`src/hdl/pcwrl_ram.sv`:
```
// generic single-port-write, single-port-read ram with registered read
// no dependencies
module pcwrl_ram #(
    parameter int WIDTH = 8,
    parameter int DEPTH = 16
) (
    input  logic                     clk,
    input  logic                     we,
    input  logic [$clog2(DEPTH)-1:0] waddr,
    input  logic [WIDTH-1:0]         wdata,
    input  logic                     re,
    input  logic [$clog2(DEPTH)-1:0] raddr,
    output logic [WIDTH-1:0]         rdata
);

    logic [WIDTH-1:0] mem [DEPTH];

    always_ff @(posedge clk)
    begin
        if (we)
        begin
            mem[waddr] <= wdata;
        end
        if (re)
        begin
            rdata <= mem[raddr];
        end
    end

endmodule

```
`config.mk`:
```
export PLATFORM = sky130hd
export DESIGN_NAME = pcwrl_ram
export DESIGN_NICKNAME = d
export VERILOG_FILES = /design/src/hdl/pcwrl_ram.sv
export SDC_FILE = /design/constraint.sdc
export NUM_CORES = 1
export LEC_CHECK = 0
export ABC_AREA = 1
export BUFFER_PORTS_ARGS = -buffer_cell sky130_fd_sc_hd__buf_2
export CAP_MARGIN = 30
export CORE_ASPECT_RATIO = 1.75
export CORE_MARGIN = 3
export CORE_UTILIZATION = 40
export CTS_BUF_LIST = sky130_fd_sc_hd__clkbuf_16
export DETAILED_ROUTE_END_ITERATION = 7
export SLEW_MARGIN = 20
export SYNTH_ARGS = -nofsm -noshare
export SYNTH_HDL_FRONTEND = slang
export SYNTH_SLANG_ARGS = --single-unit
export TNS_END_PERCENT = 100
```
`constraint.sdc`:
```
create_clock -name clk -period 1 [get_ports clk]
set_input_delay 0.05 -clock clk [delete_from_list [all_inputs] [get_ports clk]]
set_output_delay 0.05 -clock clk [all_outputs]
set_load 0.01 [all_outputs]
```
## Yosys cells after proc, flatten, opt, wreduce, memory -nomap -nowiden

Memory sizes are Yosys's and may differ from the RTL's. A register that Yosys moved wholly into a read port is not among the register bits.
Cells that the tools add are included.

- Add/sub/neg operators: 0
- Multipliers: 0
- Divide/modulo/power cells: 0
- $lt $le $gt $ge: 0
- Equal/unequal tests: 0
- Shift-type cells: 0
- Muxes and demuxes: 2
- Bitwise logic cells: 0
- Reduce and logical (&&, ||, !) cells: 0

Operators by type and width:

| cell | count |
|---|---|
| 2-to-1 mux 1 bit | 2 |

- Register bits: 0
- Bits in latches: 0
- RAM bits: 128
- Bits in read-only memories: 0
- Input bits: 19
- Output and inout port bits: 8
- Word-level logic and storage cells: 3
- Memories: 1

Memory list:

| memory | words | bits a word | read ports | clocked after memory_dff | wr ports | line | source |
|---|---|---|---|---|---|---|---|
| mem | 16 | 8 | 1 | 1 | 1 | 16 | `logic [WIDTH-1:0] mem [DEPTH];` |

## Logic depth before layout (Yosys ltp)

Gate-level depths: netlist (run 1).

- Word-level depth: 2
- Mapped depth: 8
- Depth with buffers taken out: 7

## Worst setup path after synthesis (run 1)

No wires, ideal clock.

- Kind: input to register
- Start point: in waddr[3]
- End point: mem mem[4][0] (enable)
- Setup time: 0.370 ns
- Arrival time: 0.631 ns
- Required time: 0.630 ns
- Setup slack: -0.001 ns
- Stages: 2
- Path buffers: 0
- Cells stage by stage: nand3b_1 nor2_1

RTL lines:

| what | line | source |
|---|---|---|
| from (decl) | 9 | `input logic [$clog2(DEPTH)-1:0] waddr,` |
| to (decl) | 16 |  |

No word-level cell before the write port.

==> summary.txt, run 1 <==
Pwr
  • Pleak: 3.08 nW
  • VDD IR max: slightly below 0.8 mV
  • PwrDens: 1840 mW/mm2
  • Power Total: approximately 13 mW

GRT
  • Number of global-route vias before repair: 3864
  • Gr ovfl total: 0
  • Pin count of the biggest net entering global routing: 65
  • GRT Util Overall: 0.171
  • First-pass GRT wire length: 20.9 mm
  • Initial antenna violation count: 0

Placement
  • IO buf count: 26
  • Routability cong.: about 0.9
  • HPWL Detailed: 8.79 mm

CTS
  • Worst-skew pair later-pin latency: 0.40 ns
  • CTS Root Cell: clkbuf_16
  • Maximum buffer depth of the clock tree: 2
  • CTS tree: done
  • Hold bufs inserted after CTS: 0
  • TritonCTS Sinks: 136
  • Num CTS Buffers: 17
  • Clk pin slew, worst setup/hold paths: 0.06 ns
  • Setup bufs post-CTS: 0
  • H-tree depth: 4

Critical path
  • Worst setup EP type: flop
  • CP required: 1.15 ns
  • Critical Path Fanout Max: 1
  • CP Data Arrival Time: ~1.2 ns
  • Worst Setup Path Type: flop to flop
  • Worst setup startpoint: mem[6][7]
  • Worst reg2reg startpoint: mem[6][7]
  • Worst setup SP type: flop

Synth
  • Yosys cell types: 11
  • Sequential share of the synthesized area: 0.698
  • Synth area leader: edfxtp_1
  • Dominant cell by count in the synthesized netlist: nand2_1
  • Ys async rst share: 0
  • EDFF count, synth: 136
  • Yosys Warn Count: 0
  • Post-Syn Area: 0.00585 mm2
  • Synth Instances: approximately 550
  • Top_reg_cell synth: edfxtp_1
  • Top post-synthesis cells by area: edfxtp_1 (70%), nand2_1 (11%), nand3_1 (8.3%), inv_1 (6.4%), buf_6 (1.2%)
  • Post-synth top area share: 0.698
  • Synth top cells by count: nand2_1 (173), edfxtp_1 (136), inv_1 (100), nand3_1 (97), nor2_1 (17)
  • Register bit total from synthesis: approximately 140
  • Synth Net Count: 570
  • Mean Syn Cell Area: approximately 11 um2

Timing
  • Worst setup margin: -0.0898 ns
  • Slew Limit Fails: 0
  • Tcrit/Tclk final: 1.09
  • Final hold viol count: 0
  • Tmin final: between 1 and 1.5 ns
  • RSZ-0062 raised after global routing: yes
  • Final setup violation count: 9
  • Fmax: 918 MHz
  • Rel. slew slack: 0.731
  • Actual slew at the worst max-slew pin: between 0.4 and 0.5 ns
  • Clock Skews: ~0.011 ns
  • Hold WS: roughly 0.016 ns

Min path
  • Worst Hold Launch: re
  • Hold WC Path Type: input pin to flop

Route
  • Vias: 3854
  • Drc violations: 0
  • Via density: roughly 4.9
  • Antenna viol nets, final: 0
  • First drt pass iteration count: 4
  • Total wire length: 13.3 mm
  • Initial DRC count: 203
  • WL per Instance: about 17 um

Floorplan
  • Die area: 0.0162 mm2
  • # IOs: 27
  • Row count: 57
  • Die Ht: 166 um
  • Core Footprint: 0.0141 mm2
  • Initial Util: 0.414
  • Die X: roughly 97 um

Final layout
  • Ant diodes: 0
  • Layout Utilization: 0.503
  • Final nets: 624
  • Synth-to-layout area growth: 21.5%
  • Share of layout cells above drive strength 1: 0.220

Run status
  • Status: complete, but fails checks
  • Failing checks: setup timing

Run
  • Max-cap violations: 0
[routing by layer]
layer  track usage  share of wire
met1         0.198           0.37
met2         0.292           0.54
met3        0.0273          0.042
met4         0.112          0.046
met5             0              0
[sequential cells by signal, indices dropped and copies added (netlist names)]
name,flops
mem,128
rdata,8
[logic make-up after synthesis]
group | count (synthesis) | share of synthesized area
simple gates | 289 | 0.208
buf+inv | 126 | 0.0939
flops | 136 | 0.698
[power by group]
group,internal [mW],total (mW),switching [mW]
clock,3.58,5.71,2.13
sequential,6.43,6.46,0.0334
combinational,0.298,0.920,0.622
total,10.3,13.1,2.79
[critical path, cell delays in order (launching register included)]
cell and delay, ns:
edfxtp_1 0.38, nand2_1 0.08, nand2_1 0.05, nand2_1 0.07, nand3_2 0.12, nand3_2 0.08, nand2_1 0.06
[worst paths after layout]
check,depth (start not counted),to,slack (ns)
setup / recovery,6,rdata[7],-0.09
hold / removal,1,rdata[5],0.02
setup reg to reg,6,rdata[7],-0.09
hold reg to reg,6,rdata[5],0.75
[through the flow]
step,instance area (um2),TNS (ns),std cells,setup slack [ns]
2_1_floorplan,5850,-0.0540,551,-0.000845
3_3_place_gp,6330,-3.46,763,-0.273
3_5_place_dp,6330,-4.99,763,-0.284
4_1_cts,7050,-0.604,792,-0.0773
5_1_grt,7110,-1.20,792,-0.138
6_report,7110,-0.565,792,-0.0898
[cell usage in the layout, fill, tap and decap left out, types with 4 or more instances in the layout]
| cell type | count |
|---|---|
| clkinv_2 | 6 |
| buf_4 | 29 |
| clkbuf_16 | 17 |
| buf_2 | 26 |
| nor2_1 | 17 |
| nand2_1 | 171 |
| nand3_2 | 44 |
| buf_12 | 4 |
| edfxtp_1 | 136 |
| inv_1 | 101 |
| nand3_1 | 52 |
[layout make-up]
type	count	area, um2
Timing Repair Buffer	59	428
Multi-Input combinational cell	289	1450
Tap cell	177	221
Clock buffer	17	425
Clock inverter	12	114
Fill cell	1256	7010
Inverter	102	383
Sequential cell	136	4080
[timing repair]
action | CTS | global route
gates cloned | 0 | 0
gates resized for setup | 36 | 12
pin swaps | 15 | 11
endpoints found under the setup margin | 10 | 13
endpoints found under the hold margin | 0 | 0
No activity file was read; power rests on OpenSTA's default activity.
==> run 2, diff against run 1 <==
- TNS_END_PERCENT: 100 -> unset
- clock period: 1 -> 1.3 ns (I/O delays scaled with it)
==> run 2 against run 1 <==
The run now ends clean. Cell count decreased by 1.0%. Hold slack worse by 0.0056 ns. Critical path depth stayed put. Largest power group is now the clock network. Highest routed layer unchanged.
==> summary.txt, run 2 (synthesis gave the netlist of run 1 again) <==
Final layout
  • Top Registers: mem: 128 flops, rdata: 8 flops
  • Area of the multi-input gates: 0.00121 mm2 (-16%)
  • Commonest non-fill, non-tap cell in the layout: nand2_1
  • Share of layout cells above drive strength 1: 0.133 (-0.0861)
  • Number of flip-flops in the largest register: 128 (unchanged)
  • Most frequent cells in the layout: nand2_1 (173), edfxtp_1 (136), inv_1 (100), nand3_1 (97), buf_2 (26)
  • Layout Cells excl Fill: 784 (-1.0%)
  • Ant diodes: 0 (unchanged)
  • Reg area: 0.00408 mm2 (unchanged)
  • Synth-to-layout area growth: 18.3%
  • Fill cells: 1252 (-0.32%)
  • Final nets: 615 (-1.4%)
  • Largest Register: mem

CTS
  • TritonCTS Sinks: 136 (unchanged)
  • CTS Root Cell: clkbuf_16
  • Worst-skew pair later-pin latency: 0.41 ns (about the same)
  • H-tree depth: 4 (unchanged)
  • Maximum buffer depth of the clock tree: 2 (unchanged)
  • Clk pin slew, worst setup/hold paths: 0.06 ns (about the same)
  • PostCTS Resize Cnt: 0 (-100%)
  • CTS tree: done
  • Hold bufs inserted after CTS: 0 (unchanged)
  • Num CTS Buffers: 17 (unchanged)
  • Setup bufs post-CTS: 0 (unchanged)

Min path
  • Hold Path Depth: 1 (unchanged)
  • Hold-critical path endpoint: rdata[5]
  • Hold WC Path Type: input pin to flop
  • Worst Hold Launch: re

GRT
  • Pin count of the biggest net entering global routing: 53 (-18%)
  • First-pass GRT wire length: 20.8 mm (-0.46%)
  • Number of global-route vias before repair: 3860 (-0.10%)
  • Gr ovfl total: 0 (unchanged)
  • GRT Util Overall: 0.169 (-0.00218)
  • Initial antenna violation count: 0 (unchanged)

Route
  • Met2 WL: 6.92 mm (-3.3%)
  • First drt pass iteration count: 5 (+1)
  • Total wire length: 13.0 mm (-2.5%)
  • M1 WL: 5.04 mm (+1.1%)
  • Antenna viol nets, final: 0 (unchanged)
  • Top routing layer used: met4
  • Vias: 3789 (-1.7%)
  • Routed wl met3: 508 um (-9.3%)
  • WL per Instance: 16.5 um (-1.6%)
  • Drc violations: 0 (unchanged)
  • Via density: 4.83 (-0.68%)
  • Initial DRC count: 239 (+18%)

Pwr
  • Pleak: 2.99 nW (-3.1%)
  • PwrDens: 1570 mW/mm2 (-15%)
  • VDD IR max: 0.876 mV (+13%)

Timing
  • RSZ-0062 raised after global routing: no
  • Actual slew at the worst max-slew pin: 0.610 ns (+0.206 ns)
  • Total Neg Setup Slack: 0 ns (+0.565 ns)
  • Final setup violation count: 0 (-9)
  • Tcrit/Tclk final: 0.903 (-0.187)
  • Final hold viol count: 0 (unchanged)
  • Rel. slew slack: 0.593 (-0.138)
  • Hold WS: 0.0105 ns (-0.00559 ns)
  • Slew Limit Fails: 0 (unchanged)
  • Tmin final: 1.17 ns (+0.0842 ns)
  • Clock Skews: 0.0105 ns (-0.000277 ns)
  • Fmax: 852 MHz (-7.2%)

Critical path
  • Worst Setup Path Type: flop to flop
  • Worst reg2reg startpoint: mem[7][0]
  • CP Data Arrival Time: 1.33 ns (+0.09 ns)
  • FF-to-FF path depth: 6 (unchanged)
  • CP required: 1.46 ns (+0.31 ns)
  • R2r setup slk: 0.13 ns (+0.22 ns)
  • Critical Path Fanout Max: 1 (unchanged)
  • Worst r2r dst: rdata[0]
  • Worst setup SP type: flop
  • Worst setup EP type: flop

Placement
  • Routability cong.: 0.888 (-0.28%)
  • HPWL Detailed: 8.48 mm (-3.4%)
  • IO buf count: 26 (unchanged)
  • # placed instances: 754 (-1.2%)

Floorplan
  • Initial Util: 0.414 (unchanged)
  • Die Ht: 166 um (unchanged)
  • Row count: 57 (unchanged)
  • Die area: 0.0162 mm2 (unchanged)
  • Core Footprint: 0.0141 mm2 (unchanged)
  • Die X: 97.4 um (unchanged)
  • # IOs: 27 (unchanged)

Run
  • Max-cap violations: 0 (unchanged)

Run status
  • Status: complete, no violations
-- run 2: cell types whose count changed in the layout (fill, tap and decap cells not counted), moves of 4 or more --
cell       previous run  this run
bufinv_16             2         6
clkinv_2              6         2
nand3_1              52        97
nand3_2              44         0
buf_4                29        20
-- run 2: critical path, stage by stage, from the launching register on --
cell and delay, ns:
edfxtp_1 0.36, inv_1 0.06, nand2_1 0.05, nand3_1 0.09, nand3_1 0.16, nand3_1 0.14, nand2_1 0.07
-- run 2: per-stage QoR --
step / utilization / cell area, um2 / setup WS, ns / power (mW)
global route: 0.490 / 6920 / 0.0796 / 11.2
CTS: 0.490 / 6920 / 0.152 / 10.9
detailed placement: 0.443 / 6260 / 0.00130 / 5.68
finish: 0.490 / 6920 / 0.126 / 10.9
global placement: 0.443 / 6260 / 0.00791 / 5.68
floorplan: - / 5850 / 0.284 / 5.41
-- run 2: how the worst max path moves through the flow --
stage | depth (start not counted) | start | end | slack [ns]
3_3_place_gp | 6 | raddr[1] | rdata[5] | 0.008
5_1_grt | 6 | mem[5][1] | rdata[1] | 0.08
6_report | 6 | mem[7][0] | rdata[0] | 0.13
2_1_floorplan | 2 | waddr[2] | mem[10][0] | 0.28
4_1_cts | 6 | mem[7][0] | rdata[0] | 0.15
3_5_place_dp | 6 | raddr[1] | rdata[5] | 0.001
-- run 2: layer usage --
metal | track usage | up-vias
li1 | - | 1867
met1 | 0.194 | 1807
met2 | 0.296 | 85
met3 | 0.0328 | 30
met4 | 0.0862 | 0
met5 | 0 | -
-- run 2: power breakdown --
group	internal [mW]	switching [mW]	total, mW
clock	3.57	1.73	5.30
combinational	0.189	0.426	0.615
sequential	4.94	0.0265	4.97
-- run 2: final cells by class --
type | count | area share
Sequential cell | 136 | 0.591
Multi-Input combinational cell | 289 | 0.176
Clock buffer | 17 | 0.0615
Inverter | 102 | 0.0554
Timing Repair Buffer | 50 | 0.0521
Clock inverter | 13 | 0.0329
Tap cell | 177 | 0.0320
